[src/sv/sspm_pkg.sv]
// ---------------------------------------------------------------------------
// sspm_pkg: shared types and constants of the servo slew / PWM mapper
// Word layouts for both channels, table entry layouts, the action codes,
// the sequencer states and the reset values of the joint tables.
// ---------------------------------------------------------------------------
package sspm_pkg;

    localparam int JOINTS_DEF   = 13;
    localparam int CHANNELS_DEF = 16;

    localparam int ANG_W   = 16;
    localparam int STEP_W  = 15;
    localparam int SPAN_W  = 15;
    localparam int PWM_W   = 12;
    localparam int JOINT_W = 4;
    localparam int CHAN_W  = 4;
    // clamp, invert and offset grow the angle to this width
    localparam int ADJ_W   = 18;
    localparam int DIFF_W  = PWM_W + 1;
    localparam int PROD_W  = DIFF_W + ADJ_W;
    localparam int BASE_W  = PWM_W + SPAN_W;
    localparam int NUM_W   = 32;
    localparam int DIVD_W  = SPAN_W + PWM_W;
    localparam int DIV_CW  = 4;

    localparam logic signed [ANG_W-1:0]  PI_FIX        = 16'sd25736;
    localparam logic [STEP_W-1:0]        STEP_RESET    = 15'd1715;
    localparam logic [PWM_W-1:0]         PWM_MIN_RESET = 12'd100;
    localparam logic [PWM_W-1:0]         PWM_MAX_RESET = 12'd512;
    localparam logic [PWM_W-1:0]         PWM_SAT       = 12'd4095;

    typedef enum logic [1:0] {
        ACT_TICK   = 2'd0,
        ACT_TARGET = 2'd1,
        ACT_CAL    = 2'd2,
        ACT_DRIVE  = 2'd3
    } t_action;

    typedef enum logic [3:0] {
        S_IDLE,
        S_READ,
        S_SLEW,
        S_CLAMP,
        S_MUL,
        S_ADD,
        S_CMP,
        S_DIV,
        S_OUT
    } t_state;

    typedef struct packed {
        t_action                    action;
        logic [JOINT_W-1:0]         joint;
        logic signed [ANG_W-1:0]    target_angle;
        logic [STEP_W-1:0]          step_limit;
        logic signed [ANG_W-1:0]    cal_offset;
        logic signed [ANG_W-1:0]    cal_min;
        logic signed [ANG_W-1:0]    cal_max;
        logic                       cal_invert;
        logic [PWM_W-1:0]           cal_pwm_min;
        logic [PWM_W-1:0]           cal_pwm_max;
        logic [SPAN_W-1:0]          cal_span;
        logic [CHAN_W-1:0]          cal_channel;
    } t_in_item;

    typedef struct packed {
        logic [CHAN_W-1:0]          channel;
        logic [PWM_W-1:0]           pwm_value;
        logic [JOINT_W-1:0]         joint_out;
        logic                       last;
    } t_out_item;

    typedef struct packed {
        logic signed [ANG_W-1:0]    target;
        logic signed [ANG_W-1:0]    current;
    } t_ang_entry;

    typedef struct packed {
        logic signed [ANG_W-1:0]    offset;
        logic signed [ANG_W-1:0]    amin;
        logic signed [ANG_W-1:0]    amax;
        logic                       invert;
        logic [PWM_W-1:0]           pwm_min;
        logic [PWM_W-1:0]           pwm_max;
        logic [SPAN_W-1:0]          span;
        logic [CHAN_W-1:0]          channel;
    } t_cal_entry;

    typedef struct packed {
        logic                       start;
        logic [DIVD_W-1:0]          dividend;
        logic [SPAN_W-1:0]          divisor;
    } t_div_req;

    typedef struct packed {
        logic                       done;
        logic [PWM_W-1:0]           quotient;
    } t_div_rsp;

endpackage

[src/sv/sspm_in_if.sv]
// ---------------------------------------------------------------------------
// sspm_in_if: command word channel
// Valid/ready channel carrying one command word to the mapper.
// ---------------------------------------------------------------------------
interface sspm_in_if;
    import sspm_pkg::*;

    logic     valid;
    logic     ready;
    t_in_item data;

    modport source (output valid, output data, input ready);
    modport sink   (input valid, input data, output ready);
endinterface

[src/sv/sspm_out_if.sv]
// ---------------------------------------------------------------------------
// sspm_out_if: PWM result word channel
// Valid/ready channel carrying one PWM channel/count word.
// ---------------------------------------------------------------------------
interface sspm_out_if;
    import sspm_pkg::*;

    logic      valid;
    logic      ready;
    t_out_item data;

    modport source (output valid, output data, input ready);
    modport sink   (input valid, input data, output ready);
endinterface

[src/sv/sspm_div.sv]
// ---------------------------------------------------------------------------
// sspm_div: restoring divider for the PWM map
// Divides a dividend known to give a quotient below 4096 by the span,
// one quotient bit per cycle; done pulses with the result.
// ---------------------------------------------------------------------------
module sspm_div (
    input  logic               i_clk,
    input  logic               i_rst_n,
    input  sspm_pkg::t_div_req i_req,
    output sspm_pkg::t_div_rsp o_rsp
);
    import sspm_pkg::*;

    logic              r_busy;
    logic              r_done;
    logic [DIV_CW-1:0] r_cnt;
    logic [SPAN_W-1:0] r_rem;
    logic [SPAN_W-1:0] r_div;
    logic [PWM_W-1:0]  r_low;
    logic [PWM_W-1:0]  r_quo;
    logic [SPAN_W-1:0] n_rem;
    logic [SPAN_W:0]   trial;
    logic              take;

    always_comb begin
        trial = {r_rem, r_low[PWM_W-1]};
        take  = trial >= {1'b0, r_div};
        // remainder stays below the divisor, so it fits the span width
        n_rem = take ? SPAN_W'(trial - {1'b0, r_div}) : trial[SPAN_W-1:0];
    end

    always_ff @(posedge i_clk) begin
        if (!i_rst_n) begin
            r_busy <= 1'b0;
            r_done <= 1'b0;
            r_cnt  <= '0;
        end else begin
            r_done <= 1'b0;
            if (i_req.start) begin
                r_busy <= 1'b1;
                r_cnt  <= '0;
            end else if (r_busy) begin
                r_cnt <= r_cnt + 1'b1;
                if (r_cnt == DIV_CW'(PWM_W - 1)) begin
                    r_busy <= 1'b0;
                    r_done <= 1'b1;
                end
            end
        end
    end

    always_ff @(posedge i_clk) begin
        if (i_req.start) begin
            r_rem <= i_req.dividend[DIVD_W-1:PWM_W];
            r_low <= i_req.dividend[PWM_W-1:0];
            r_div <= i_req.divisor;
        end else if (r_busy) begin
            r_rem <= n_rem;
            r_low <= {r_low[PWM_W-2:0], 1'b0};
            r_quo <= {r_quo[PWM_W-2:0], take};
        end
    end

    assign o_rsp.done     = r_done;
    assign o_rsp.quotient = r_quo;

endmodule

[src/sv/servo_slew_pwm_mapper.sv]
// ---------------------------------------------------------------------------
// servo_slew_pwm_mapper: slew-rate limiter and PWM mapper for servo joints
// Command words arrive on i_in, PWM words leave on o_out (valid/ready).
// A tick word slews every joint toward its target by at most the shared
// step and sends one word per joint in joint order, last set on the final
// one. A drive word sends one word for its joint; target and calibration
// words send nothing. Words for joints beyond the set are dropped.
// Each joint result passes memory read, slew, clamp, multiply, add and
// range check, then the shared bit-serial divider (twelve quotient bits,
// then the done pulse) and the output register; a count that saturates
// skips the divider. A target word passes memory read and slew only; a
// calibration word is written into its table as it is taken.
// Joint state sits in two single-port tables (angles, calibration) with a
// registered read; per-entry valid bits make unwritten entries read as
// their reset values, so there is no clearing pass after reset.
// A new word is taken while the last result still waits in the output
// register; a stalled receiver holds the sequencer before its next load.
// ---------------------------------------------------------------------------
module servo_slew_pwm_mapper #(
    parameter int JOINTS   = sspm_pkg::JOINTS_DEF,
    parameter int CHANNELS = sspm_pkg::CHANNELS_DEF
) (
    input  logic        i_clk,
    input  logic        i_rst_n,
    sspm_in_if.sink     i_in,
    sspm_out_if.source  o_out
);
    import sspm_pkg::*;

    localparam int JW = (JOINTS > 1) ? $clog2(JOINTS) : 1;

    t_state            r_state;
    t_state            n_state;
    t_in_item          r_item;
    logic [JW-1:0]     r_idx;
    logic [STEP_W-1:0] r_step;
    logic [JOINTS-1:0] r_ang_vld;
    logic [JOINTS-1:0] r_cal_vld;

    t_ang_entry        ang_mem [JOINTS];
    t_cal_entry        cal_mem [JOINTS];
    t_ang_entry        r_ang_rd;
    t_cal_entry        r_cal_rd;
    logic              r_ang_rd_vld;
    logic              r_cal_rd_vld;

    logic signed [ANG_W-1:0]  r_ang;
    t_cal_entry               r_cal;
    logic signed [ADJ_W-1:0]  r_adj;
    logic [SPAN_W-1:0]        r_den;
    logic signed [PROD_W-1:0] r_prod;
    logic [BASE_W-1:0]        r_base;
    logic signed [NUM_W-1:0]  r_num;
    logic [PWM_W-1:0]         r_pwm;

    logic              r_out_valid;
    t_out_item         r_out;

    logic              in_fire;
    logic              joint_ok;
    logic [JW-1:0]     in_idx;
    logic              out_free;
    logic              idx_last;
    logic              ang_we;
    logic              out_load;
    logic              num_neg;
    logic              num_ovf;

    t_ang_entry              ang_q;
    t_cal_entry              cal_q;
    t_ang_entry              n_ang_entry;
    logic signed [ANG_W-1:0] n_cur;
    logic signed [ANG_W:0]   slew_d;
    logic [ANG_W:0]          slew_mag;
    logic signed [ANG_W:0]   step_s;
    logic signed [ANG_W-1:0] clamp_a;
    logic signed [ADJ_W-1:0] inv_a;
    logic signed [DIFF_W-1:0] pwm_diff;

    t_div_req          div_req;
    t_div_rsp          div_rsp;

    function automatic logic [CHAN_W-1:0] chan_wrap(input logic [CHAN_W-1:0] v);
        logic [CHAN_W-1:0] r;
        r = '0;
        for (int k = 0; k < (1 << CHAN_W); k++) begin
            if (v == CHAN_W'(k)) begin
                r = CHAN_W'(k % CHANNELS);
            end
        end
        return r;
    endfunction

    function automatic t_cal_entry cal_reset(input logic [JW-1:0] idx);
        t_cal_entry e;
        e.offset  = '0;
        e.amin    = '0;
        e.amax    = PI_FIX;
        e.invert  = 1'b0;
        e.pwm_min = PWM_MIN_RESET;
        e.pwm_max = PWM_MAX_RESET;
        e.span    = SPAN_W'(PI_FIX);
        e.channel = chan_wrap(CHAN_W'(idx));
        return e;
    endfunction

    // ---------------- handshake helpers
    assign in_fire  = i_in.valid && i_in.ready;
    assign joint_ok = {1'b0, i_in.data.joint} < (JOINT_W + 1)'(JOINTS);
    assign in_idx   = i_in.data.joint[JW-1:0];
    assign out_free = !r_out_valid || o_out.ready;
    assign idx_last = r_idx == JW'(JOINTS - 1);

    // ---------------- unwritten entries read as their reset values
    always_comb begin
        ang_q = r_ang_rd_vld ? r_ang_rd : '0;
        cal_q = r_cal_rd_vld ? r_cal_rd : cal_reset(r_idx);
    end

    // ---------------- slew one joint
    always_comb begin
        slew_d   = (ANG_W + 1)'(ang_q.target) - (ANG_W + 1)'(ang_q.current);
        slew_mag = slew_d[ANG_W] ? (ANG_W + 1)'(-slew_d) : (ANG_W + 1)'(slew_d);
        step_s   = $signed({2'b00, r_step});
        if (slew_mag > {2'b00, r_step}) begin
            n_cur = slew_d[ANG_W] ? ANG_W'((ANG_W + 1)'(ang_q.current) - step_s)
                                  : ANG_W'((ANG_W + 1)'(ang_q.current) + step_s);
        end else begin
            n_cur = ang_q.target;
        end
        n_ang_entry.current = (r_item.action == ACT_TICK) ? n_cur : ang_q.current;
        n_ang_entry.target  = (r_item.action == ACT_TICK) ? ang_q.target
                                                          : r_item.target_angle;
    end

    // ---------------- clamp, invert, offset
    always_comb begin
        clamp_a = r_ang;
        // upper bound first, so crossed limits end on the lower one
        if (clamp_a > r_cal.amax) begin
            clamp_a = r_cal.amax;
        end
        if (clamp_a < r_cal.amin) begin
            clamp_a = r_cal.amin;
        end
        inv_a = r_cal.invert ? ADJ_W'(PI_FIX) - ADJ_W'(clamp_a) : ADJ_W'(clamp_a);
        pwm_diff = $signed({1'b0, r_cal.pwm_max}) - $signed({1'b0, r_cal.pwm_min});
    end

    always_comb begin
        num_neg = r_num[NUM_W-1];
        num_ovf = $unsigned(r_num) >= {{(NUM_W - DIVD_W){1'b0}}, r_den, {PWM_W{1'b0}}};
    end

    // ---------------- sequencer: next state
    always_comb begin
        n_state = r_state;
        unique case (r_state)
            S_IDLE: begin
                if (in_fire) begin
                    if (i_in.data.action == ACT_TICK) begin
                        n_state = S_READ;
                    end else if (joint_ok && i_in.data.action != ACT_CAL) begin
                        n_state = S_READ;
                    end
                end
            end
            S_READ:  n_state = S_SLEW;
            S_SLEW:  n_state = (r_item.action == ACT_TARGET) ? S_IDLE : S_CLAMP;
            S_CLAMP: n_state = S_MUL;
            S_MUL:   n_state = S_ADD;
            S_ADD:   n_state = S_CMP;
            S_CMP:   n_state = (num_neg || num_ovf) ? S_OUT : S_DIV;
            S_DIV:   n_state = div_rsp.done ? S_OUT : S_DIV;
            S_OUT: begin
                if (out_free) begin
                    n_state = (r_item.action == ACT_TICK && !idx_last) ? S_READ : S_IDLE;
                end
            end
            default: n_state = S_IDLE;
        endcase
    end

    // ---------------- sequencer: strobes
    always_comb begin
        i_in.ready       = 1'b0;
        ang_we           = 1'b0;
        out_load         = 1'b0;
        div_req.start    = 1'b0;
        div_req.dividend = r_num[DIVD_W-1:0];
        div_req.divisor  = r_den;
        unique case (r_state)
            S_IDLE:  i_in.ready = 1'b1;
            S_SLEW:  ang_we = r_item.action != ACT_DRIVE;
            S_CMP:   div_req.start = !num_neg && !num_ovf;
            S_OUT:   out_load = out_free;
            default: ;
        endcase
    end

    // ---------------- control registers
    always_ff @(posedge i_clk) begin
        if (!i_rst_n) begin
            r_state     <= S_IDLE;
            r_idx       <= '0;
            r_step      <= STEP_RESET;
            r_ang_vld   <= '0;
            r_cal_vld   <= '0;
            r_out_valid <= 1'b0;
        end else begin
            r_state <= n_state;
            if (in_fire) begin
                r_idx <= (i_in.data.action == ACT_TICK) ? '0 : in_idx;
                if (joint_ok && i_in.data.action == ACT_TARGET) begin
                    r_step <= i_in.data.step_limit;
                end
                if (joint_ok && i_in.data.action == ACT_CAL) begin
                    r_cal_vld[in_idx] <= 1'b1;
                end
            end
            if (ang_we) begin
                r_ang_vld[r_idx] <= 1'b1;
            end
            if (out_load) begin
                r_out_valid <= 1'b1;
                // advance to the next joint of a tick
                if (!idx_last) begin
                    r_idx <= r_idx + 1'b1;
                end
            end else if (o_out.ready) begin
                r_out_valid <= 1'b0;
            end
        end
    end

    // ---------------- joint tables
    always_ff @(posedge i_clk) begin
        if (in_fire && joint_ok && i_in.data.action == ACT_CAL) begin
            cal_mem[in_idx] <= '{offset:  i_in.data.cal_offset,
                                 amin:    i_in.data.cal_min,
                                 amax:    i_in.data.cal_max,
                                 invert:  i_in.data.cal_invert,
                                 pwm_min: i_in.data.cal_pwm_min,
                                 pwm_max: i_in.data.cal_pwm_max,
                                 span:    i_in.data.cal_span,
                                 channel: chan_wrap(i_in.data.cal_channel)};
        end
        if (r_state == S_READ) begin
            r_cal_rd     <= cal_mem[r_idx];
            r_cal_rd_vld <= r_cal_vld[r_idx];
        end
    end

    always_ff @(posedge i_clk) begin
        if (ang_we) begin
            ang_mem[r_idx] <= n_ang_entry;
        end
        if (r_state == S_READ) begin
            r_ang_rd     <= ang_mem[r_idx];
            r_ang_rd_vld <= r_ang_vld[r_idx];
        end
    end

    // ---------------- datapath
    always_ff @(posedge i_clk) begin
        if (in_fire) begin
            r_item <= i_in.data;
        end
        unique case (r_state)
            S_SLEW: begin
                r_ang <= (r_item.action == ACT_TICK) ? n_cur : r_item.target_angle;
                r_cal <= cal_q;
            end
            S_CLAMP: begin
                r_adj <= inv_a + ADJ_W'(r_cal.offset);
                r_den <= (r_cal.span == '0) ? SPAN_W'(1) : r_cal.span;
            end
            S_MUL: begin
                r_prod <= PROD_W'(pwm_diff * r_adj);
                r_base <= BASE_W'(r_cal.pwm_min * r_den);
            end
            S_ADD: begin
                r_num <= NUM_W'(r_prod) + $signed({{(NUM_W - BASE_W){1'b0}}, r_base});
            end
            S_CMP: begin
                // negative numerators truncate to zero or below: saturate low
                r_pwm <= num_neg ? '0 : PWM_SAT;
            end
            S_DIV: begin
                if (div_rsp.done) begin
                    r_pwm <= div_rsp.quotient;
                end
            end
            default: ;
        endcase
        if (out_load) begin
            r_out.channel   <= r_cal.channel;
            r_out.pwm_value <= r_pwm;
            r_out.joint_out <= JOINT_W'(r_idx);
            r_out.last      <= (r_item.action != ACT_TICK) || idx_last;
        end
    end

    sspm_div u_div (
        .i_clk   (i_clk),
        .i_rst_n (i_rst_n),
        .i_req   (div_req),
        .o_rsp   (div_rsp)
    );

    assign o_out.valid = r_out_valid;
    assign o_out.data  = r_out;

endmodule
[src/flat_wrapper.sv]
// flat-port wrapper written by rule: the top's interface ports become plain ports
module servo_slew_pwm_mapper_flat import sspm_pkg::*;
#(
    parameter int JOINTS   = sspm_pkg::JOINTS_DEF,
    parameter int CHANNELS = sspm_pkg::CHANNELS_DEF
)
  (i_clk, i_rst_n, i_in_valid, i_in_data, i_in_ready, o_out_valid, o_out_data, o_out_ready);
  sspm_in_if i_in_i ();
  sspm_out_if o_out_i ();
  input  logic i_clk;
  input  logic i_rst_n;
  input wire logic [$bits(i_in_i.valid)-1:0] i_in_valid;
  input wire logic [$bits(i_in_i.data)-1:0] i_in_data;
  output wire logic [$bits(i_in_i.ready)-1:0] i_in_ready;
  output wire logic [$bits(o_out_i.valid)-1:0] o_out_valid;
  output wire logic [$bits(o_out_i.data)-1:0] o_out_data;
  input wire logic [$bits(o_out_i.ready)-1:0] o_out_ready;
  assign i_in_i.valid = i_in_valid;
  assign i_in_i.data = i_in_data;
  assign i_in_ready = i_in_i.ready;
  assign o_out_valid = o_out_i.valid;
  assign o_out_data = o_out_i.data;
  assign o_out_i.ready = o_out_ready;
  servo_slew_pwm_mapper #(.JOINTS(JOINTS), .CHANNELS(CHANNELS)) u_core (.i_clk(i_clk), .i_rst_n(i_rst_n), .i_in(i_in_i), .o_out(o_out_i));
endmodule
[config.mk]
export PLATFORM = sky130hd
export DESIGN_NAME = servo_slew_pwm_mapper_flat
export DESIGN_NICKNAME = d
export VERILOG_FILES = /design/src/sv/sspm_pkg.sv /design/src/sv/sspm_in_if.sv /design/src/sv/sspm_out_if.sv /design/src/sv/sspm_div.sv /design/src/sv/servo_slew_pwm_mapper.sv /design/src/flat_wrapper.sv
export SDC_FILE = /design/constraint.sdc
export NUM_CORES = 2
export LEC_CHECK = 0
export CAP_MARGIN = 20
export CORE_UTILIZATION = 51
export CTS_CLUSTER_SIZE = 28
export DETAILED_ROUTE_END_ITERATION = 16
export DONT_BUFFER_PORTS = 1
export PLACE_DENSITY = 0.66
export SYNTH_ARGS = -nofsm -noshare
export SYNTH_HDL_FRONTEND = slang
export SYNTH_SLANG_ARGS = --single-unit
[constraint.sdc]
create_clock -name i_clk -period 15.9 [get_ports i_clk]
set_input_delay 3.18 -clock i_clk [delete_from_list [all_inputs] [get_ports i_clk]]
set_output_delay 3.18 -clock i_clk [all_outputs]
set_load 0.05 [all_outputs]
# == Word-level counts from Yosys, hierarchy flattened ==
# Memories as Yosys holds them, arrays and structs flattened. A register that Yosys moved wholly into a read port is not among the register bits.
# Cells that the tools add are included.
# op_classes
n_addsub,11
mul,2
n_div,0
order_cmp,10
eq_ne,48
shift,0
mux,85
bitwise_logic,5
n_reduce_logical,32
# ops
cell,n
$mux 16,7
$mux 4,28
$eq 4x4->1 const B,18
$eq 4x3->1 const B,12
$mux 12,4
$mux 15,3
$pmux 4 s9,1
$add 31x28->32,1
$ge 32x27->1,1
$mux 32,1
$mul 13x18->31,1
$mul 12x15->27,1
$or 13x13->13,2
$eq 4x2->1 const B,6
$mux 3,8
$pmux 12 s2,1
$mux 1,21
$add 18x16->18,1
$mux 18,1
$gt 17x15->1,1
$mux 17,1
$neg 17->17,1
$sub 16x16->17,1
$sub 16x16->17 const A,1
32 further kinds,70
# word_totals
regBits,394
latchBits,0
ram_bits,1612
romBits,0
in_bits,133
wordCells,231
memories,2
# mem_list
memory,words,width,read_ports,rd_ports_with_merged_regs,wr,line,rtl
u_core.cal_mem,13,92,1,1,1,servo_slew_pwm_mapper.sv:41,t_cal_entry cal_mem [JOINTS];
u_core.ang_mem,13,32,1,1,1,servo_slew_pwm_mapper.sv:40,t_ang_entry ang_mem [JOINTS];

# == Depth between registers and ports, before layout ==
# logic_depth
ltp_word,17
mapped_depth,40

# == By module ==
# Synthesis repeated with hierarchy kept, for this count alone.
# unflattened
hier_cells,5966
area_unflattened_um2,100101.0
# modules_own_cells
mod,instances,cells_each,area_per_inst_um2,seq_area_each_um2
servo_slew_pwm_mapper,1,5708,96906.7,61659.1
sspm_div,1,258,3194.3,1741.7

# == Least setup slack after synthesis ==
# No wires, ideal clock.
# synth_timing
path_type,register -> register
startpoint,register u_core.r_state[1]
endpoint,memory u_core.ang_mem[0][0] in the netlist's numbering (enable)
setup_time_ns,0.463
arrival_ns,11.038
required_time_ns,15.437
slack_ns,4.399
stages_incl_launch_ff,7
path_buffers,1
synth_period_minus_slack_ns,11.501
cell_sequence,dfxtp_1 -> clkbuf_1 -> nand2b_1 -> nor3_1 -> a21boi_0 -> nand2_1 -> nor3_1
# synth_between
elab_chain_len,4
# synth_rtl
item,line,rtl
"start, declared",servo_slew_pwm_mapper.sv:32,t_state r_state;
"start signal, assigned",servo_slew_pwm_mapper.sv:211,r_state <= n_state;
$eq 4x2->1,servo_slew_pwm_mapper.sv:192,unique case (r_state)
$mux 1,servo_slew_pwm_mapper.sv:192,
$mux 1,servo_slew_pwm_mapper.sv:255,if (ang_we) begin
$mux 1 (implied by the code),servo_slew_pwm_mapper.sv:256,ang_mem[r_idx] <= n_ang_entry;
"end, declared",servo_slew_pwm_mapper.sv:40,
# Every way passes these cells.

# == Worst setup path after layout ==
# layout_timing
startpoint,register u_core.r_cal[31] in the netlist's numbering
endpoint,register u_core.r_prod[29] (data pin)
# layout_between
elab_chain_len,2
# layout_rtl
item,line,rtl
"start, declared",servo_slew_pwm_mapper.sv:48,t_cal_entry r_cal;
"start signal, assigned",servo_slew_pwm_mapper.sv:272,r_cal <= cal_q;
$sub 12x12->13,servo_slew_pwm_mapper.sv:147,"pwm_diff = $signed({1'b0, r_cal.pwm_max}) - $signed({1'b0, r_cal.pwm_min});"
$mul 13x18->31,servo_slew_pwm_mapper.sv:279,r_prod <= PROD_W'(pwm_diff * r_adj);
"end signal, assigned",servo_slew_pwm_mapper.sv:279,
"end, declared",servo_slew_pwm_mapper.sv:51,logic signed [PROD_W-1:0] r_prod;
# Every way passes these cells.
# A chain may end at the register's enable or synchronous reset.

==> impl_summary.txt <==
----------------------------------------------------
[Clock tree]
  Hold buffer count at CTS ... 0
  Number of instances resized during post-cts repair ... 0
  Buffer cell driving the clock tree root ... clkbuf_16
  Number of H-tree levels ... 4
  Number of sinks on the clock net ... 2130
  Setup Buffers After CTS ... 0
  Clock insertion delay at the later pin of the skew report ... 880 ps
  TritonCTS clock tree ... yes
  Number of buffers inserted during clock tree synthesis ... 210
  Clk pin slew, worst setup/hold paths ... approximately 60 ps
  Maximum root-to-sink buffer count ... 3

[Yosys]
  Count of state elements after synthesis ... 2130
  Average footprint of a synthesized cell ... approximately 17 µm²
  Most used DFF post-synth ... edfxtp_1
  Count of flip-flops with a built-in enable after synthesis ... about 2.1k
  Async set-reset flop share out of synthesis ... 0%
  Register area share after synthesis ... ~63%
  Net Count, Synth ... 6820
  Count of warnings emitted by yosys ... 0
  Most frequent cell after synthesis ... edfxtp_1
  Top cells by area, synth ... edfxtp_1, mux4_2, fa_1
  Fraction of synthesized cell area taken by the top area cell type ... 62.3%
  Distinct cell type count after synthesis ... 81
  Post-synthesis instance area ... ~100000 µm²
  Cell taking the most area after synthesis ... edfxtp_1
  Top cells by count, synth ... edfxtp_1, inv_1, mux4_2
  Cells after synthesis ... approximately 6k

[Hold path]
  Worst min-delay path class ... reg -> reg

[Layout]
  FF/Latch Area ... ~63000 µm²
  NumNets Final ... around 6.9k
  Area of the multi-input gates ... approximately 34000 µm²
  Area growth from synthesis to final layout ... 10.1%
  Final Core Density ... a little under three fifths
  Layout cells sized above 1 ... 16.0%
  Number of fill cells in the layout ... 14.9k

[Critical path]
  Highest net fanout along the worst path ... 19
  Start-to-end type of the worst setup path ... reg -> reg
  Critical path startpoint category ... register
  Maximum single-stage delay on the critical path ... 690 ps
  Worst endpoint required time ... 16520 ps
  Slack of the worst reg-to-reg path ... 6380 ps
  Cell repeated most along the worst path ... fa_1
  Critical Path Sink Type ... register
  Worst path arrival time ... just over 10000 ps
  Max stage delay cell, worst path ... edfxtp_1

[Global routing]
  Sum of overflow across all layers after global routing ... 0
  GR Util All Layers ... between 20% and 30%
  Antenna violations before repair ... 6
  Vias in the first global route ... between 50k and 60k
  First-pass GRT wire length ... between 300000 and 400000 µm
  Maximum number of pins on one net before global-route repair ... 98

[Pwr]
  Design Power ... ~23000 µW
  Power per cell area ... 211 nW/µm²
  Static leakage ... around 0.038 µW
  Worst IR Drop VDD ... approximately 0.67 mV

[STA]
  Final critical-path required period ... between 9000 and 10000 ps
  Achievable Freq ... about 110 MHz
  Count of endpoints failing setup in the final report ... 0
  Minimum setup slack in the final design ... ~6400 ps
  Setup repair after global routing missed its margin ... no
  Worst-Margin Slew ... slightly above 1000 ps
  Period utilisation layout ... 59.9%
  Number of pins exceeding their max-slew limit in the final report ... 0
  Worst-case clock skew ... around 48 ps
  Rel. slew slack ... 30.7%
  Count of endpoints failing hold in the final timing report ... 0
  Final-layout setup total negative slack ... 0 ps

[Route]
  Routed len/inst ... around 26 µm
  Avg Vias per Cell ... between 5 and 6
  Routed vias ... between 50k and 60k
  1st-iter DRT viols ... slightly above 5k
  Count of unresolved DRC violations after routing ... 0
  Final wirelength ... 230000 µm
  First-pass iteration count of the detailed router ... 6
  Post-route ant nets ... 0

[Place]
  Count of input and output buffers ... 0
  Post-DP HPWL ... approximately 140000 µm
  Pre-CTS WS ... between 6000 and 7000 ps
  Routability congestion estimate from global placement ... roughly 0.91

[Die]
  Std-Cell Core Area ... between 150000 and 200000 µm²
  Row count ... 162
  Horizontal extent of the die ... between 400 and 500 µm
  Die height ... between 400 and 500 µm
  Starting Density ... approximately half
  Die area ... 198000 µm²
  Count of boundary I/O pins ... roughly 160

[Outcome]
  Outcome ... completed

[Run]
  Count of max-cap constraint violations ... 0

----------------------------------------------------
## metrics by stage
stage          cell area (µm²)  hold slack (ps)  instances
2_1_floorplan           100000              400       6021
3_3_place_gp            103000              405       8487
3_5_place_dp            103000              408       8488
4_1_cts                 110000              420       8873
5_1_grt                 110000              424       8881
6_report                110000              419       8883
## logic make-up after synthesis
group           count (synthesis)  share of synthesized area (%)
buf+inv                       777                           2.93
fa+ha+maj                     666                           11.0
mux                           571                           12.0
simple gates                 1143                           5.49
compound gates                558                           3.58
flops                        2130                           63.4
xor+xnor                      176                           1.54
## layer usage
layer  vias up  wire, µm  track usage [%]
met5         -        27                0
met4         4      4330             5.36
met3       276     15000             4.37
met2      1612    110000             37.4
met1     27400    100000             34.0
li1      22700         -                -
## critical path: cells and delay by family (launching register included)
family / cells / cell delay [ps]
adder cells (fa/ha/maj): 9 / 3920
AO/OA/AOI/OAI: 16 / 3350
flip-flops: 1 / 690
AND/OR/NAND/NOR: 4 / 570
buffers and inverters: 5 / 500
XOR/XNOR: 2 / 220
## final timing paths
path / start / cells after the start / end
setup / recovery: u_core.r_cal[31]$_SDFFCE_PN0P_ / 36 / u_core.r_prod[29]$_DFFE_PP_
hold / removal: u_core.r_pwm[5]$_DFFE_PP_ / 0 / u_core.o_out.data[10]$_DFFE_PP_
setup reg to reg: u_core.r_cal[31]$_SDFFCE_PN0P_ / 36 / u_core.r_prod[29]$_DFFE_PP_
hold reg to reg: u_core.r_pwm[5]$_DFFE_PP_ / 0 / u_core.o_out.data[10]$_DFFE_PP_
## layout by cell type, fill, tap and decap left out, types with 12 or more instances in the layout
cell          n
edfxtp_1   2074
inv_1       520
mux4_2      502
nand2_1     393
fa_1        353
ha_1        313
nor2_1      228
clkbuf_16   214
a21oi_1     196
and2_1      167
xnor2_1     131
buf_4        94
o21ai_0      91
clkinv_1     61
o21a_1       59
nor2b_1      56
dfxtp_1      54
a21o_1       53
nor3_1       49
clkbuf_1     47
xor2_1       44
mux2i_1      42
nand3_1      39
nand2b_1     38
or2_2        34
mux2_2       27
nor2_4       24
clkinv_2     22
or3_1        21
a31oi_1      20
nand4_1      19
o21bai_1     19
and3_1       18
o31ai_1      16
a211oi_1     14
a21boi_0     14
nor4_1       12
bufinv_16    12
## where the power goes
| group | internal (µW) | switching [µW] |
|---|---|---|
| registers | 7030 | 119 |
| clock network | 2670 | 2120 |
| logic | 4890 | 6430 |
| total | 14600 | 8670 |
## registers in the layout, summed over array words and instances, names as in the netlist, 13 cells and up
register	cells
u_core.ang_mem	416
u_core.cal_mem	1196
u_core.o_out.data	21
u_core.r_adj	18
u_core.r_ang	16
u_core.r_ang_rd	32
u_core.r_ang_vld	13
u_core.r_base	27
u_core.r_cal	92
u_core.r_cal_rd	92
u_core.r_cal_vld	13
u_core.r_den	15
u_core.r_item	18
u_core.r_num	32
u_core.r_prod	31
u_core.r_step	15
u_core.u_div.r_div	15
u_core.u_div.r_rem	15
## final cells by class
type                            instances  area share (%)
Antenna cell                            3         0.00682
Clock inverter                        124            1.03
Clock buffer                          261            5.02
Tap cell                             2624            2.98
Timing Repair Buffer                  104           0.791
Sequential cell                      2130            57.6
Multi-Input combinational cell       3114            30.8
Inverter                              523            1.79
Note: power is estimated with default switching activity, not from simulation.
